[config.mk]
export PLATFORM = sky130hd
export DESIGN_NAME = vpw_write_path
export DESIGN_NICKNAME = d
export VERILOG_FILES = /design/src/rtl/vpw_pkg.sv /design/src/rtl/vpw_write_path.sv
export SDC_FILE = /design/constraint.sdc
export NUM_CORES = 1
export LEC_CHECK = 0
export ABC_AREA = 1
export BUFFER_PORTS_ARGS = -buffer_cell sky130_fd_sc_hd__buf_2
export CORE_UTILIZATION = 40
export DETAILED_ROUTE_END_ITERATION = 12
export PLACE_DENSITY = 0.64
export SYNTH_ARGS = -nofsm -noshare
export SYNTH_HDL_FRONTEND = slang
export SYNTH_SLANG_ARGS = --single-unit
[constraint.sdc]
create_clock -name vclk -period 5.7
set_clock_uncertainty 0.1 [all_clocks]
set_input_delay 0.285 -clock vclk [all_inputs]
set_output_delay 0.285 -clock vclk [all_outputs]
set_load 0.03 [all_outputs]
[src/rtl/vpw_pkg.sv]
`default_nettype none

package vpw_pkg;

  // default plane size in bytes
  localparam int PLANE_BYTES_DEF = 65536;

  // configuration port geometry
  localparam int CFG_ADDR_W = 5;
  localparam int CFG_DATA_W = 32;

  // register indexes on the configuration port
  typedef enum logic [2:0] {
    REG_WRITE_MODE       = 3'd0,
    REG_ROTATE_COUNT     = 3'd1,
    REG_LOGIC_OP         = 3'd2,
    REG_SET_RESET_BITS   = 3'd3,
    REG_ENABLE_SET_RESET = 3'd4,
    REG_PIXEL_MASK       = 3'd5,
    REG_READ_PLANE       = 3'd6,
    REG_PLANE_WRITE_MASK = 3'd7
  } reg_idx_t;

  // write modes
  typedef enum logic [1:0] {
    WM_ROTATE   = 2'd0,
    WM_LATCH    = 2'd1,
    WM_EXPAND   = 2'd2,
    WM_MASKED   = 2'd3
  } write_mode_t;

  // logic operations against the latches
  typedef enum logic [1:0] {
    LOP_REPLACE = 2'd0,
    LOP_AND     = 2'd1,
    LOP_OR      = 2'd2,
    LOP_XOR     = 2'd3
  } logic_op_t;

  // reset values of the mask registers
  localparam logic [7:0] PIXEL_MASK_RST = 8'hFF;
  localparam logic [3:0] PLANE_MASK_RST = 4'hF;

  // graphics controller register file contents
  typedef struct packed {
    write_mode_t write_mode;
    logic [2:0]  rotate_count;
    logic_op_t   logic_op;
    logic [3:0]  set_reset_bits;
    logic [3:0]  enable_set_reset;
    logic [7:0]  pixel_mask;
    logic [1:0]  read_plane;
    logic [3:0]  plane_write_mask;
  } cfg_t;

  // memory access request control
  typedef struct packed {
    logic       en;
    logic       wr;
    logic [3:0] be;
  } mem_req_t;

endpackage

`default_nettype wire

[src/rtl/vpw_write_path.sv]
`default_nettype none

module vpw_write_path (
  input  wire vpw_pkg::cfg_t cfg,
  input  wire logic [7:0]    data,
  input  wire logic [31:0]   latches,
  output logic      [31:0]   wdata,
  output logic      [3:0]    be
);

  logic [7:0]  rot;
  logic [15:0] dbl;
  logic [7:0]  data_in;
  logic [7:0]  bits;

  // rotate right by rotate_count, skipped in mode 2
  assign dbl     = {data, data};
  assign rot     = 8'(dbl >> cfg.rotate_count);
  assign data_in = (cfg.write_mode == vpw_pkg::WM_EXPAND) ? data : rot;

  // bit mask, narrowed by the data in mode 3
  assign bits = (cfg.write_mode == vpw_pkg::WM_MASKED) ? (cfg.pixel_mask & data_in)
                                                       : cfg.pixel_mask;

  assign be = cfg.plane_write_mask;

  // per plane source, logic op and bit mask merge; mode 1 writes the latches back
  always_comb begin
    logic [7:0] lat;
    logic [7:0] src;
    logic [7:0] val;
    wdata = '0;
    for (int p = 0; p < 4; p++) begin
      lat = latches[8*p +: 8];
      if (cfg.write_mode == vpw_pkg::WM_EXPAND) begin
        src = {8{data_in[p]}};
      end else if (cfg.write_mode == vpw_pkg::WM_MASKED || cfg.enable_set_reset[p]) begin
        src = {8{cfg.set_reset_bits[p]}};
      end else begin
        src = data_in;
      end
      unique case (cfg.logic_op)
        vpw_pkg::LOP_AND:     val = src & lat;
        vpw_pkg::LOP_OR:      val = src | lat;
        vpw_pkg::LOP_XOR:     val = src ^ lat;
        vpw_pkg::LOP_REPLACE: val = src;
      endcase
      val = (val & bits) | (lat & ~bits);
      if (cfg.write_mode == vpw_pkg::WM_LATCH) begin
        val = lat;
      end
      wdata[8*p +: 8] = val;
    end
  end

endmodule

`default_nettype wire

==> run_results.csv <==
group,metric,value,unit
outcome,status,"finished clean",
layout,n_clock_buffer,0,
cts,cts-resized-gates,0,
sta,slew_violations,0,
pwr,p_sw,0.000287,W
flow_run,drv_cap,0,
die,io_pins,105,
sta,hold_violations,0,
sta,tns,0,ns
sta,tightest_slew,0.935,ns
die,initial_core_util,41.4,%
die,core_area,0.00872,mm^2
layout,drive_above_1_share,20.0,%
routing,viasPerCell,4.99,
synthesis,synth_top_family_by_area,"simple AND/OR/NAND/NOR gates",
synthesis,synth_xor_area_share,0,%
worst_hold_path,hold_path.class,"in2out",
synthesis,synth-warning-count,0,
pwr,power.internal,0.000134,W
pwr,leakagePower,2.77,nW
layout,nNetsFinal,915,
placement,dp_hpwl,8550,um
die,dieArea,0.00941,mm^2
setup_path,cp-end-kind,"output port",
pwr,clockPowerShare,0,%
die,die_height,97.0,um
synthesis,synth-simple-area-share,52.3,%
layout,area_growth,13.8,%
grt,grt_pass1_vias,3982,
layout,design.seq.count,0,
pwr,swShare,68.2,%
layout,layout_commonest_cell,"nand2_1",
sta,period_share,51.3,%
routing,wl_per_cell,12.6,um
die,die_width,97.0,um
routing,drtIter0Drc,240,
pwr,power.total,0.000421,W
layout,final_cell_mix,"nand2_1 (272), inv_1 (99), buf_2 (95)",
cts,post_cts_buffers,0,
routing,wl,11200,um
sta,timing.slew.headroom,37.4,%
sta,setup_viol_count_final,0,
synthesis,yosys.area_share.adder,22.2,%
layout,multi_input_area,0.00308,mm^2
synthesis,postSynthNetCount,841,
synthesis,syn-instance-count,708,
grt,grtUsageTotal,23.3,%
placement,gp_congestion,0.901,
cts,postCtsHoldBufs,0,
layout,n_antenna_cell,0,
worst_hold_path,hp-start,"cfg[0]",
grt,antenna_found_initial,0,
synthesis,yosysSeqAreaShare,0,%
routing,ant_nets,0,
routing,drc,0,
sta,fmax,342,MHz
pwr,cellPowerDensity,102,mW/mm^2
pwr,peakVddDrop,0.0408,mV
synthesis,mappedNetlistArea,0.00361,mm^2
sta,grt_setup_unrepaired,"false",
sta,finalCriticalPeriod,2.92,ns
placement,port_buffers,95,
synthesis,synth-compound-area-share,11.0,%
layout,seq_area,0,um^2
pwr,power_frac_comb,100.0,%
pwr,pwr-share-seq,0,%
setup_path,critPathLaunchType,"input port",
synthesis,synth_area_per_cell,5.10,um^2
routing,dr.pass1.iters,5,
synthesis,ys_types,23,
grt,gr-total-overflow,0,
layout,n_fill_cell,918,
grt,grt_pass1_wl,18500,um
setup_path,path_max_fanout,44,
synthesis,synth.mux.area_fraction,0,%
setup_path,cp.required,5.32,ns
routing,vias,4429,
grt,grt_max_degree,45,
setup_path,arrival,2.54,ns
die,fp-row-count,34,
setup_path,crit_path_start,"cfg[27]",
setup_path,setup.worst_path.class,"in2out",
worst max-delay path: stages:
cell,delay [ns]
buf_2,0.16
nor2_4,0.24
inv_4,0.21
or2_1,0.34
nand3_1,0.12
nand2_1,0.06
nand2_1,0.09
nand2_2,0.08
inv_1,0.07
ha_1,0.22
o21ai_0,0.17
o21ai_0,0.11
inv_1,0.08
nand2_1,0.05
nand2_1,0.05
nand2_1,0.04
buf_2,0.17
path summary, 6_finish.rpt:
kind,end,cells past startpoint
setup / recovery,wdata[12],17
hold / removal,be[0],0
final cells by class:
class / instances / share of cell area [%]
inverters: 103 / 9.53
multi-input cells: 579 / 75.1
well taps: 108 / 3.29
repair buffers: 98 / 12.1
Yosys cell counts:
master    instances  area [um^2]
nand2_1         272         1020
inv_1            99          372
nor2_1           65          244
ha_1             64          801
o21ai_0          64          320
nand3_1          55          275
nand2_2          36          225
clkbuf_1         12         45.0
buf_2             8         40.0
buf_4             5         37.5
nand3_2           4         40.0
nor2_2            4         25.0
o21ai_2           4         35.0
or2_1             3         18.8
inv_2             2         7.51
inv_4             2         12.5
o211ai_1          2         15.0
o211ai_2          2         25.0
buf_6             1         11.3
nand2_4           1         11.3
nor2_4            1         11.3
or2_2             1         6.26
or2_4             1         8.76
per-layer routing:
metal / GRT usage (%) / share of wire (%) / up-vias / wire length, um
met4: 6.54 / 2.7 / 0 / 301
met5: 0 / 0 / - / 0
met2: 39.8 / 46 / 139 / 5110
met1: 31.9 / 46 / 1955 / 5180
li1: - / - / 2319 / -
met3: 1.01 / 5.1 / 16 / 564
cell families after synthesis:
| logic type | Yosys count |
|---|---|
| compound gates | 72 |
| fa+ha+maj | 64 |
| buf+inv | 129 |
| simple gates | 443 |
power by group through the flow:
stage / clock network (W) / logic [W] / registers, W
floorplan: 0 / 0.000303 / 0
global placement: 0 / 0.000403 / 0
detailed placement: 0 / 0.000419 / 0
CTS: 0 / 0.000421 / 0
global route: 0 / 0.000481 / 0
finish: 0 / 0.000421 / 0
stage by stage:
step	instance area, um^2	hold WS [ns]	cells	util, %	worst slack, ns
after global placement	4110	0.470	888	47.1	2.89
after CTS	4110	0.470	888	47.1	2.78
after global routing	4110	0.470	888	47.1	2.51
final	4110	0.470	888	47.1	2.78
after detailed placement	4110	0.470	888	47.1	2.79
after floorplan	3610	0.602	708	-	3.35
Note: power is estimated with default switching activity, not from simulation.
