==> src/rtl/vpw_pkg.sv <==
`default_nettype none

package vpw_pkg;

  // default plane size in bytes
  localparam int PLANE_BYTES_DEF = 65536;

  // configuration port geometry
  localparam int CFG_ADDR_W = 5;
  localparam int CFG_DATA_W = 32;

  // register indexes on the configuration port
  typedef enum logic [2:0] {
    REG_WRITE_MODE       = 3'd0,
    REG_ROTATE_COUNT     = 3'd1,
    REG_LOGIC_OP         = 3'd2,
    REG_SET_RESET_BITS   = 3'd3,
    REG_ENABLE_SET_RESET = 3'd4,
    REG_PIXEL_MASK       = 3'd5,
    REG_READ_PLANE       = 3'd6,
    REG_PLANE_WRITE_MASK = 3'd7
  } reg_idx_t;

  // write modes
  typedef enum logic [1:0] {
    WM_ROTATE   = 2'd0,
    WM_LATCH    = 2'd1,
    WM_EXPAND   = 2'd2,
    WM_MASKED   = 2'd3
  } write_mode_t;

  // logic operations against the latches
  typedef enum logic [1:0] {
    LOP_REPLACE = 2'd0,
    LOP_AND     = 2'd1,
    LOP_OR      = 2'd2,
    LOP_XOR     = 2'd3
  } logic_op_t;

  // reset values of the mask registers
  localparam logic [7:0] PIXEL_MASK_RST = 8'hFF;
  localparam logic [3:0] PLANE_MASK_RST = 4'hF;

  // graphics controller register file contents
  typedef struct packed {
    write_mode_t write_mode;
    logic [2:0]  rotate_count;
    logic_op_t   logic_op;
    logic [3:0]  set_reset_bits;
    logic [3:0]  enable_set_reset;
    logic [7:0]  pixel_mask;
    logic [1:0]  read_plane;
    logic [3:0]  plane_write_mask;
  } cfg_t;

  // memory access request control
  typedef struct packed {
    logic       en;
    logic       wr;
    logic [3:0] be;
  } mem_req_t;

endpackage

`default_nettype wire

==> src/rtl/vpw_cfg_regs.sv <==
`default_nettype none

module vpw_cfg_regs (
  input  wire logic                           clk,
  input  wire logic                           rst,
  input  wire logic                           psel,
  input  wire logic                           penable,
  input  wire logic                           pwrite,
  input  wire logic [vpw_pkg::CFG_ADDR_W-1:0] paddr,
  input  wire logic [vpw_pkg::CFG_DATA_W-1:0] pwdata,
  output logic      [vpw_pkg::CFG_DATA_W-1:0] prdata,
  output logic                                pready,
  output vpw_pkg::cfg_t                       cfg
);

  vpw_pkg::reg_idx_t idx;
  logic              wr_en;

  assign idx    = vpw_pkg::reg_idx_t'(paddr[4:2]);
  assign wr_en  = psel && penable && pwrite;
  assign pready = 1'b1;

  // register writes
  always_ff @(posedge clk) begin
    if (rst) begin
      cfg.write_mode       <= vpw_pkg::WM_ROTATE;
      cfg.rotate_count     <= '0;
      cfg.logic_op         <= vpw_pkg::LOP_REPLACE;
      cfg.set_reset_bits   <= '0;
      cfg.enable_set_reset <= '0;
      cfg.pixel_mask       <= vpw_pkg::PIXEL_MASK_RST;
      cfg.read_plane       <= '0;
      cfg.plane_write_mask <= vpw_pkg::PLANE_MASK_RST;
    end else if (wr_en) begin
      unique case (idx)
        vpw_pkg::REG_WRITE_MODE:       cfg.write_mode <= vpw_pkg::write_mode_t'(pwdata[1:0]);
        vpw_pkg::REG_ROTATE_COUNT:     cfg.rotate_count <= pwdata[2:0];
        vpw_pkg::REG_LOGIC_OP:         cfg.logic_op <= vpw_pkg::logic_op_t'(pwdata[1:0]);
        vpw_pkg::REG_SET_RESET_BITS:   cfg.set_reset_bits <= pwdata[3:0];
        vpw_pkg::REG_ENABLE_SET_RESET: cfg.enable_set_reset <= pwdata[3:0];
        vpw_pkg::REG_PIXEL_MASK:       cfg.pixel_mask <= pwdata[7:0];
        vpw_pkg::REG_READ_PLANE:       cfg.read_plane <= pwdata[1:0];
        vpw_pkg::REG_PLANE_WRITE_MASK: cfg.plane_write_mask <= pwdata[3:0];
      endcase
    end
  end

  // register reads
  always_comb begin
    prdata = '0;
    unique case (idx)
      vpw_pkg::REG_WRITE_MODE:       prdata[1:0] = cfg.write_mode;
      vpw_pkg::REG_ROTATE_COUNT:     prdata[2:0] = cfg.rotate_count;
      vpw_pkg::REG_LOGIC_OP:         prdata[1:0] = cfg.logic_op;
      vpw_pkg::REG_SET_RESET_BITS:   prdata[3:0] = cfg.set_reset_bits;
      vpw_pkg::REG_ENABLE_SET_RESET: prdata[3:0] = cfg.enable_set_reset;
      vpw_pkg::REG_PIXEL_MASK:       prdata[7:0] = cfg.pixel_mask;
      vpw_pkg::REG_READ_PLANE:       prdata[1:0] = cfg.read_plane;
      vpw_pkg::REG_PLANE_WRITE_MASK: prdata[3:0] = cfg.plane_write_mask;
    endcase
  end

endmodule

`default_nettype wire

==> config.mk <==
export PLATFORM = sky130hd
export DESIGN_NAME = vpw_cfg_regs
export DESIGN_NICKNAME = d
export VERILOG_FILES = /design/src/rtl/vpw_pkg.sv /design/src/rtl/vpw_cfg_regs.sv
export SDC_FILE = /design/constraint.sdc
export NUM_CORES = 1
export LEC_CHECK = 0
export ABC_AREA = 1
export BUFFER_PORTS_ARGS = -buffer_cell sky130_fd_sc_hd__buf_2
export CORE_ASPECT_RATIO = 0.9
export CORE_MARGIN = 2
export CORE_UTILIZATION = 43
export CTS_BUF_LIST = sky130_fd_sc_hd__clkbuf_8
export CTS_CLUSTER_SIZE = 25
export DETAILED_ROUTE_END_ITERATION = 8
export GPL_TIMING_DRIVEN = 0
export PLACE_DENSITY = 0.82
export SETUP_SLACK_MARGIN = 0.1
export SYNTH_ARGS = -nofsm -noshare
export SYNTH_HDL_FRONTEND = slang
export SYNTH_SLANG_ARGS = --single-unit
==> constraint.sdc <==
create_clock -name clk -period 1.29 [get_ports clk]
set_input_delay 0.1935 -clock clk [delete_from_list [all_inputs] [get_ports clk]]
set_output_delay 0.1935 -clock clk [all_outputs]
set_load 0.02 [all_outputs]
==> out/qor.yml, run 1 <==
run_status:
  status: "finished, violations left"
  violations: "setup timing"
die:
  dieArea_sq_um: 4140
  dieWidth_microns: 67.6
  core-area_sq_um: 3430
  io_pins: 104
  core.rowCount: 20
  die_h_microns: 61.2
  start_util_pct: 45.7
clock_tree:
  cts_max_level: 2
  cts-hold-fix-buffers: 0
  clock_path_buffers: 2
  tritoncts: "done"
  cts.sinks: 29
  cts-buffers-inserted: 5
  path_clk_slew_ns: 0.06
  clkLatencyLatePin_ns: 0.29
  cts_root_buffer: "clkbuf_8"
worst_setup_path:
  critical-path-slowest-cell: "dfxtp_2"
  cp_max_fo: 2
  cp.arrival_ns: 1.15
  cp_data_required_time_ns: 1.10
  cp-end-kind: "output pin"
  worst_setup_path_start_kind: "flip-flop"
  reg2reg_depth: 3
  rr_startpoint: "cfg[26]$_SDFFE_PP0P_"
  crit_type: "flip-flop to output pin"
  crit_chain: "nand4_1 > nand2_1 > nor2_1 > nand3_1 > buf_6"
  r2r_setup_slack_ns: 0.53
  worstReg2RegEnd: "cfg[26]$_SDFFE_PP0P_"
  slowest_delay_ns: 0.32
yosys:
  ys_warn_count: 0
  synth-seq-cells: 29
  yosysUniqueCellTypes: 15
  syn_inst: 233
  synth_area_sq_um: 1570
  syn_area_per_cell_sq_um: 6.72
  synth-seq-area-share_pct: 37.1
min_path:
  hp-start: "pwdata[4]"
  hold_class: "input pin to flip-flop"
  hold_depth: 3
  min_to: "cfg[10]$_SDFFE_PP1P_"
final_layout:
  regMostFlops: "cfg"
  syn2layout_area_growth_pct: 46.0
  fin_area_sq_um: 2280
  largest_reg_flops: 29
  top_regs: "cfg: 29 flops"
  drive_gt1_share_pct: 39.7
  antennaDiodeCount: 0
  nets: 366
global_routing:
  antenna_found_initial: 0
  track_usage_pct: 21.6
  grt_pass1_vias: 1482
  grt_overflow: 0
  grt_start_max_net_pins: 11
  grt_pass1_wl_microns: 6540
sta:
  finalCriticalPeriod_ns: 1.34
  fmax_ghz: 0.744
  finalHoldViolations: 0
  fin_ws_ns: -0.0549
  fin_crit_sh_pct: 104
  rsz0062_at_grt: "true"
  setup_viol_count_final: 2
  slew_violations: 0
  skew_ns: 0
route:
  drc: 0
  vias_per_cell: 4.70
  wl_microns: 4300
  ant_nets: 0
  drt_pass1_iterations: 4
  drtIter0Drc: 42
  wire_per_inst_microns: 11.6
  vias: 1736
place:
  detailed_place_hpwl_microns: 2990
  placedInstanceArea_sq_um: 1970
  place.gp.congestion: 0.898
  io_buffers: 52
  pre_cts_slack_ns: -0.0764
run:
  drv_cap: 0
pwr:
  power.leakage_uw: 0.00124
  p_per_area_nw_per_um2: 941
  ir_drop_uv: 836
[cells in the mapped netlist]
library cell,n,share of area (%)
buf_4,27,13
o211ai_1,7,3.4
nor3_1,11,3.5
nor2_2,3,1.2
clkbuf_1,4,0.96
inv_1,20,4.8
nor2_1,43,10
o21ai_0,15,4.8
nand4_1,9,3.6
nand2_1,44,11
dfxtp_1,29,37
nand3_1,16,5.1
buf_2,2,0.64
conb_1,2,0.48
nand3_2,1,0.64
[stage by stage]
stage	TNS, ns	instances	total power [uW]	utilization (%)	hold WS, ns
3_5_place_dp	-1.01	352	1270	57.4	0.424
2_1_floorplan	0	256	1180	-	0.307
4_1_cts	-0.0455	363	2120	62.4	0.121
6_report	-0.0736	369	2150	66.6	0.130
3_3_place_gp	-0.628	352	1270	57.4	0.407
5_1_grt	-0.234	369	2230	66.6	0.135
[critical path: cells and delay by family (launching register included)]
family | cells | cell delay, ns
DFF | 1 | 0.32
and+or+nand+nor | 4 | 0.39
buffers and inverters | 1 | 0.14
[how the worst max path moves through the flow]
stage                               from                   to  slack, ns  cells after the start
CTS                  cfg[7]$_SDFFE_PP1P_            prdata[1]      -0.03                      5
global placement                paddr[2]            prdata[2]      -0.06                      7
global route        cfg[22]$_SDFFE_PP0P_            prdata[0]      -0.11                      5
floorplan                       paddr[4]            prdata[0]       0.24                      5
detailed placement                pwrite  cfg[8]$_SDFFE_PP1P_      -0.08                      5
finish              cfg[22]$_SDFFE_PP0P_            prdata[0]      -0.05                      5
[logic make-up (layout without fill, tap and decap cells)]
logic type / after synthesis / in the layout / share of synthesized area [%]
flops: 29 / 29 / 37.1
other cells: 2 / 25 / 0.480
buf+inv: 53 / 122 / 19.3
simple gates: 127 / 127 / 34.9
compound gates: 22 / 22 / 8.15
[layout make-up]
type | instances | area (sq um)
buffer | 33 | 246
clock buffer | 7 | 96.3
multi-input combinational | 174 | 843
inverter | 20 | 78.8
clock inverter | 1 | 5.00
fill | 272 | 1140
tap | 44 | 55.1
sequential | 29 | 596
timing repair buffer | 61 | 364
[what timing repair did]
| item | CTS | global route |
|---|---|---|
| buffers inserted | 3 | 6 |
| setup endpoints to repair | 4 | 6 |
| gates resized for setup | 18 | 36 |
| pin swaps | 1 | 10 |
[metal layers]
metal  up-vias  share of wire (%)  global-route usage, %
met5         -                  0                      0
li1        884                  -                      -
met4         0                3.0                   12.0
met1       754                 40                   24.7
met2        84                 49                   37.4
met3        14                8.1                   5.30
[cell usage in the layout, fill, tap and decap left out, drive strengths merged]
master,count
buf,90
nor2,46
nand2,44
dfxtp,29
conb,25
inv,19
nand3,17
o21ai,15
nor3,11
clkbuf,11
nand4,9
o211ai,7
clkinvlp,1
clkinv,1
[where the power goes]
| part | switching, uW | internal, uW |
|---|---|---|
| clock | 349 | 481 |
| combinational | 248 | 156 |
| sequential | 8.53 | 908 |
Power figures use the tool's default switching activity.
==> run 2, diff against run 1 <==
--- a/config.mk
+++ b/config.mk
@@ -15,6 +15,7 @@
 export DETAILED_ROUTE_END_ITERATION = 8
 export GPL_TIMING_DRIVEN = 0
 export PLACE_DENSITY = 0.82
+export RECOVER_POWER = 100
 export SETUP_SLACK_MARGIN = 0.1
 export SYNTH_ARGS = -nofsm -noshare
 export SYNTH_HDL_FRONTEND = slang
==> run 2 against run 1 <==
The flow still finishes with violations (setup timing). Critical path depth is the same. Final area shrank 1.1%. Combinational power shrank 1%. Register-to-register slack is essentially flat. Cell count is the same. Non-clock buffer count is the same. Flip-flop and latch count is the same. Global-route usage is the same. Worst hold slack lost 0.0099 ns. Count of clock-buffer cells in the layout is the same. Critical endpoint unchanged. Largest power group unchanged.
==> out/qor.yml, run 2 (synthesis results as in run 1) <==
run_status:
  status: "finished, violations left"
  violations: "setup timing"
worst_setup_path:
  slowest_delay_ns: 0.32  # about the same
  worst_setup_path_start_kind: "flip-flop"
  reg2reg_depth: 3  # unchanged
  cp.arrival_ns: 1.18  # +0.03 ns
  critical-path-slowest-cell: "dfxtp_2"
  cp_max_fo: 2  # unchanged
  crit_type: "flip-flop to output pin"
  cp_data_required_time_ns: 1.10  # about the same
  crit_chain: "nand4_1 > nand2_1 > nor2_1 > nand3_1 > buf_6"
  cp-end-kind: "output pin"
die:
  start_util_pct: 45.7  # unchanged
  core.rowCount: 20  # unchanged
  dieArea_sq_um: 4140  # unchanged
  dieWidth_microns: 67.6  # unchanged
  die_h_microns: 61.2  # unchanged
  io_pins: 104  # unchanged
  core-area_sq_um: 3430  # unchanged
final_layout:
  regMostFlops: "cfg"
  drive_gt1_share_pct: 36.6  # -3.1 points
  stdcell_count: 369  # unchanged
  nets: 366  # unchanged
  top_regs: "cfg: 29 flops"
  antennaDiodeCount: 0  # unchanged
  fillCellCount: 283  # +4.0%
  syn2layout_area_growth_pct: 44.4
  layout_commonest_cell: "nor2_1"
  seq_area_sq_um: 596  # unchanged
  largest_reg_flops: 29  # unchanged
  fin_area_sq_um: 2260  # -1.1%
  final_cell_mix: "nor2_1, nand2_1, buf_2"
  multi_input_area_sq_um: 828  # -1.8%
route:
  drc: 0  # unchanged
  ant_nets: 0  # unchanged
  wl_microns: 4320  # +0.56%
  wire_per_inst_microns: 11.7  # +0.56%
  drt_pass1_iterations: 4  # unchanged
  vias: 1712  # -1.4%
  drtIter0Drc: 54  # +29%
  vias_per_cell: 4.64  # -1.4%
clock_tree:
  clock_path_buffers: 2  # unchanged
  cts_root_buffer: "clkbuf_8"
  cts_max_level: 2  # unchanged
  clkLatencyLatePin_ns: 0.30  # about the same
  path_clk_slew_ns: 0.06  # about the same
  cts.sinks: 29  # unchanged
  cts-hold-fix-buffers: 0  # unchanged
  tritoncts: "done"
  cts-buffers-inserted: 5  # unchanged
global_routing:
  antenna_found_initial: 0  # unchanged
  track_usage_pct: 21.6  # unchanged
  grt_overflow: 0  # unchanged
  grt_pass1_wl_microns: 6540  # unchanged
  grt_start_max_net_pins: 11  # unchanged
  grt_pass1_vias: 1482  # unchanged
sta:
  slew_violations: 0  # unchanged
  setup_viol_count_final: 2  # unchanged
  holdWs_ns: 0.120  # -0.00987 ns
  finalCriticalPeriod_ns: 1.38  # +0.0310 ns
  rsz0062_at_grt: "true"
  fmax_ghz: 0.727  # -2.3%
  fin_crit_sh_pct: 107  # +2.4 points
  skew_ns: 0  # unchanged
  fin_ws_ns: -0.0860  # -0.0310 ns
  finalHoldViolations: 0  # unchanged
place:
  placedInstanceArea_sq_um: 1970  # unchanged
  pre_cts_slack_ns: -0.0764  # unchanged
  detailed_place_hpwl_microns: 2990  # unchanged
  place.gp.congestion: 0.898  # unchanged
  io_buffers: 52  # unchanged
  dp.cells: 352  # unchanged
pwr:
  power_uw: 2160  # +0.39%
  ir_drop_uv: 833  # -0.33%
  p_per_area_nw_per_um2: 955  # +1.5%
  power.leakage_uw: 0.00123  # -1.2%
min_path:
  hold_depth: 3  # unchanged
  hold_class: "input pin to flip-flop"
run:
  drv_cap: 0  # unchanged
run 2: cell types whose count changed in the layout (fill, tap and decap cells not counted):
cell      before  now
buf_2         46   39
clkbuf_1       3   11
clkbuf_2       1    0
nor2_1        40   42
nor2_4         4    2
run 2: worst paths after layout:
path	startpoint	end	slack, ns
setup / recovery	cfg[22]$_SDFFE_PP0P_	prdata[0]	-0.09
hold / removal	pwdata[4]	cfg[10]$_SDFFE_PP1P_	0.12
setup reg to reg	cfg[26]$_SDFFE_PP0P_	cfg[26]$_SDFFE_PP0P_	0.53
hold reg to reg	cfg[6]$_SDFFE_PP1P_	cfg[6]$_SDFFE_PP1P_	0.48
run 2: worst max-delay path, delay by kind of cell (launching register included):
family,cells,cell delay [ns]
buf+inv,1,0.14
simple gates,4,0.42
flops,1,0.32
run 2: where the power goes:
part / total (uW) / internal (uW) / switching, uW / leakage [uW]
Combinational: 398 / 153 / 245 / 0.000935
Clock: 844 / 481 / 363 / 0.0000542
Sequential: 917 / 908 / 8.64 / 0.000237
run 2: metrics by stage:
step	TNS [ns]	util (%)
global route	-0.270	65.9
finish	-0.107	65.9
floorplan	0	-
CTS	-0.0455	62.4
global placement	-0.628	57.4
detailed placement	-1.01	57.4
run 2: layout make-up:
| cell class | count | area share [%] |
|---|---|---|
| sequential | 29 | 26.4 |
| buffer | 33 | 10.9 |
| clock inverter | 1 | 0.221 |
| tap | 44 | 2.44 |
| multi-input combinational | 174 | 36.7 |
| clock buffer | 7 | 4.26 |
| timing repair buffer | 61 | 15.7 |
| inverter | 20 | 3.49 |
run 2: layer usage:
layer  track usage, %  wire length [microns]  vias up
met2             37.4                   2080       73
met1             24.7                   1750      742
met4             12.0                    112        0
met5                0                      0        -
li1                 -                      -      881
met3             5.30                    377       16
run 2: what timing repair did:
item / 4_1_cts / 5_1_grt
resized for setup: 18 / 36
setup endpoints to repair: 4 / 6
pin swaps: 1 / 10
buffers inserted: 3 / 6
==> run 3, diff against run 2 <==
==> constraint.sdc (replaced) <==
create_clock -name clk -period 1.29 [get_ports clk]
set_input_delay 0.129 -clock clk [delete_from_list [all_inputs] [get_ports clk]]
set_output_delay 0.129 -clock clk [all_outputs]
set_load 0.02 [all_outputs]
==> run 3 against run 2 <==
The run now ends clean. Count of clock-buffer cells in the layout is the same. Worst hold slack lost 0.059 ns. Largest cell class unchanged. Setup slack gained 0.12 ns.
==> out/qor.yml, run 3 (synthesis results as in run 1) <==
worst_setup_path:
  crit_type: "flip-flop to output pin"
  worstSetupEndpoint: "prdata[1]"
  cp.arrival_ns: 1.13  # -0.05 ns
  r2r_setup_slack_ns: 0.51  # -0.02 ns
  rr_startpoint: "cfg[26]$_SDFFE_PP0P_"
  reg2reg_depth: 3  # unchanged
  cp_data_required_time_ns: 1.16  # +0.06 ns
  cp-startpoint: "cfg[15]$_SDFFE_PP0P_"
  worstReg2RegEnd: "cfg[26]$_SDFFE_PP0P_"
  cp_max_fo: 3  # +1
  worst_setup_path_start_kind: "flip-flop"
  cp-end-kind: "output pin"
pwr:
  power.leakage_uw: 0.00120  # -2.2%
  p_sw_share_pct: 28.3  # -0.29 points
  ir_drop_uv: 874  # +4.9%
  p_per_area_nw_per_um2: 980  # +2.6%
  power_uw: 2130  # -1.4%
  seqPwrFrac_pct: 43.0  # +0.5 points
  internal-power_uw: 1530  # -0.99%
  p_clk_share_pct: 39.5  # +0.4 points
  switchingPower_uw: 602  # -2.4%
  combPwrFrac_pct: 17.5  # -0.9 points
global_routing:
  grt_pass1_wl_microns: 6500  # -0.64%
  antenna_found_initial: 0  # unchanged
  grt_pass1_vias: 1466  # -1.1%
  track_usage_pct: 21.5  # -0.14 points
  grt_start_max_net_pins: 11  # unchanged
  grt_overflow: 0  # unchanged
route:
  routed-wl-met2_microns: 1990  # -4.1%
  ant_nets: 0  # unchanged
  drc: 0  # unchanged
  wl_met1_microns: 1740  # -0.86%
  vias: 1682  # -1.8%
  wl_met3_microns: 415  # +10%
  drtIter0Drc: 67  # +24%
  top_layer: "met4"
  wl_microns: 4210  # -2.7%
  drt_pass1_iterations: 4  # unchanged
  vias_per_cell: 4.60  # -0.95%
  wire_per_inst_microns: 11.5  # -1.9%
final_layout:
  layout_commonest_cell: "nand2_1"
  multi_input_area_sq_um: 798  # -3.6%
  nets: 363  # -0.82%
  regMostFlops: "cfg"
  syn2layout_area_growth_pct: 38.8
  fillCellCount: 311  # +9.9%
  seq_area_sq_um: 591  # -0.84%
  drive_gt1_share_pct: 32.9  # -3.7 points
  final_cell_mix: "nand2_1, buf_2, nor2_1"
  post-route-util_pct: 63.4  # -2.6 points
  largest_reg_flops: 29  # unchanged
  antennaDiodeCount: 0  # unchanged
  fin_area_sq_um: 2170  # -3.9%
  top_regs: "cfg: 29 flops"
run_status:
  status: "completed"
clock_tree:
  clock_path_buffers: 2  # unchanged
  clkLatencyLatePin_ns: 0.29  # about the same
  cts-hold-fix-buffers: 0  # unchanged
  cts_max_level: 2  # unchanged
  cts_root_buffer: "clkbuf_8"
  cts-buffers-inserted: 5  # unchanged
  cts.sinks: 29  # unchanged
  tritoncts: "done"
  path_clk_slew_ns: 0.07  # about the same
die:
  dieArea_sq_um: 4140  # unchanged
  start_util_pct: 45.7  # unchanged
  core-area_sq_um: 3430  # unchanged
  core.rowCount: 20  # unchanged
  dieWidth_microns: 67.6  # unchanged
  io_pins: 104  # unchanged
  die_h_microns: 61.2  # unchanged
place:
  placedInstanceArea_sq_um: 1970  # unchanged
  place.gp.congestion: 0.898  # unchanged
  io_buffers: 52  # unchanged
  detailed_place_hpwl_microns: 2990  # unchanged
min_path:
  hold_class: "input pin to flip-flop"
sta:
  fmax_ghz: 0.793  # +9.1%
  skew_ns: 0  # unchanged
  finalCriticalPeriod_ns: 1.26  # -0.115 ns
  holdWs_ns: 0.0612  # -0.0587 ns
  rsz0062_at_grt: "true"
  setup_viol_count_final: 0  # -2
  finalHoldViolations: 0  # unchanged
  slew_violations: 0  # unchanged
  fin_crit_sh_pct: 97.7  # -8.9 points
run:
  drv_cap: 0  # unchanged
run 3: cell count changes in the layout (fill, tap and decap cells not counted), moves of 2 or more:
| cell | change |
|---|---|
| nand2_1 | +3 |
| inv_1 | +3 |
| nand2_4 | -2 |
| inv_2 | -2 |
| buf_8 | -2 |
| buf_4 | -4 |
| buf_2 | +3 |
| dfxtp_2 | -4 |
| dfxtp_1 | +4 |
run 3: how the worst min path moves through the flow:
| stage | startpoint | endpoint | depth (start not counted) |
|---|---|---|---|
| finish | pwdata[7] | cfg[13]$_SDFFE_PP1P_ | 3 |
| global route | pwdata[6] | cfg[12]$_SDFFE_PP1P_ | 3 |
| CTS | pwdata[7] | cfg[13]$_SDFFE_PP1P_ | 3 |
| detailed placement | pwdata[5] | cfg[11]$_SDFFE_PP1P_ | 3 |
| global placement | pwdata[6] | cfg[12]$_SDFFE_PP1P_ | 3 |
| floorplan | pwdata[2] | cfg[2]$_SDFFE_PP1P_ | 2 |
run 3: power by group through the flow:
stage	logic, uW	clock network [uW]	registers [uW]
4_1_cts	345	842	916
3_5_place_dp	336	0	935
6_report	372	840	916
2_1_floorplan	235	0	949
5_1_grt	406	883	917
3_3_place_gp	333	0	935
run 3: repair_timing:
item | 4_1_cts | 5_1_grt
buffers inserted | 1 | 5
pin swaps | 0 | 4
endpoints found under the setup margin | 4 | 4
gates resized for setup | 11 | 15
run 3: critical path, stage by stage, from the launching register on:
cell	delay (ns)
dfxtp_1	0.33
nand3_1	0.09
nand2_1	0.05
nor2_1	0.13
nand3_2	0.10
buf_6	0.14
run 3: through the flow:
stage | std cells | worst slack (ns) | setup TNS, ns
detailed placement | 352 | -0.0119 | -0.0449
CTS | 361 | 0.0393 | 0
global route | 366 | -0.0240 | -0.0336
global placement | 352 | 0.0177 | 0
floorplan | 256 | 0.320 | 0
finish | 366 | 0.0292 | 0
run 3: layer usage:
| layer | vias to the layer above | GRT usage [%] |
|---|---|---|
| li1 | 873 | - |
| met1 | 724 | 24.7 |
| met2 | 76 | 36.8 |
| met3 | 9 | 5.48 |
| met4 | 0 | 11.7 |
| met5 | - | 0 |
run 3: final cells by class:
class,instances,share of cell area [%]
Inverter,20,3.46
Multi-Input combinational cell,174,36.8
Timing Repair Buffer,58,14.6
Sequential cell,29,27.2
Tap cell,44,2.53
Buffer,33,10.8
Clock inverter,1,0.230
Clock buffer,7,4.44
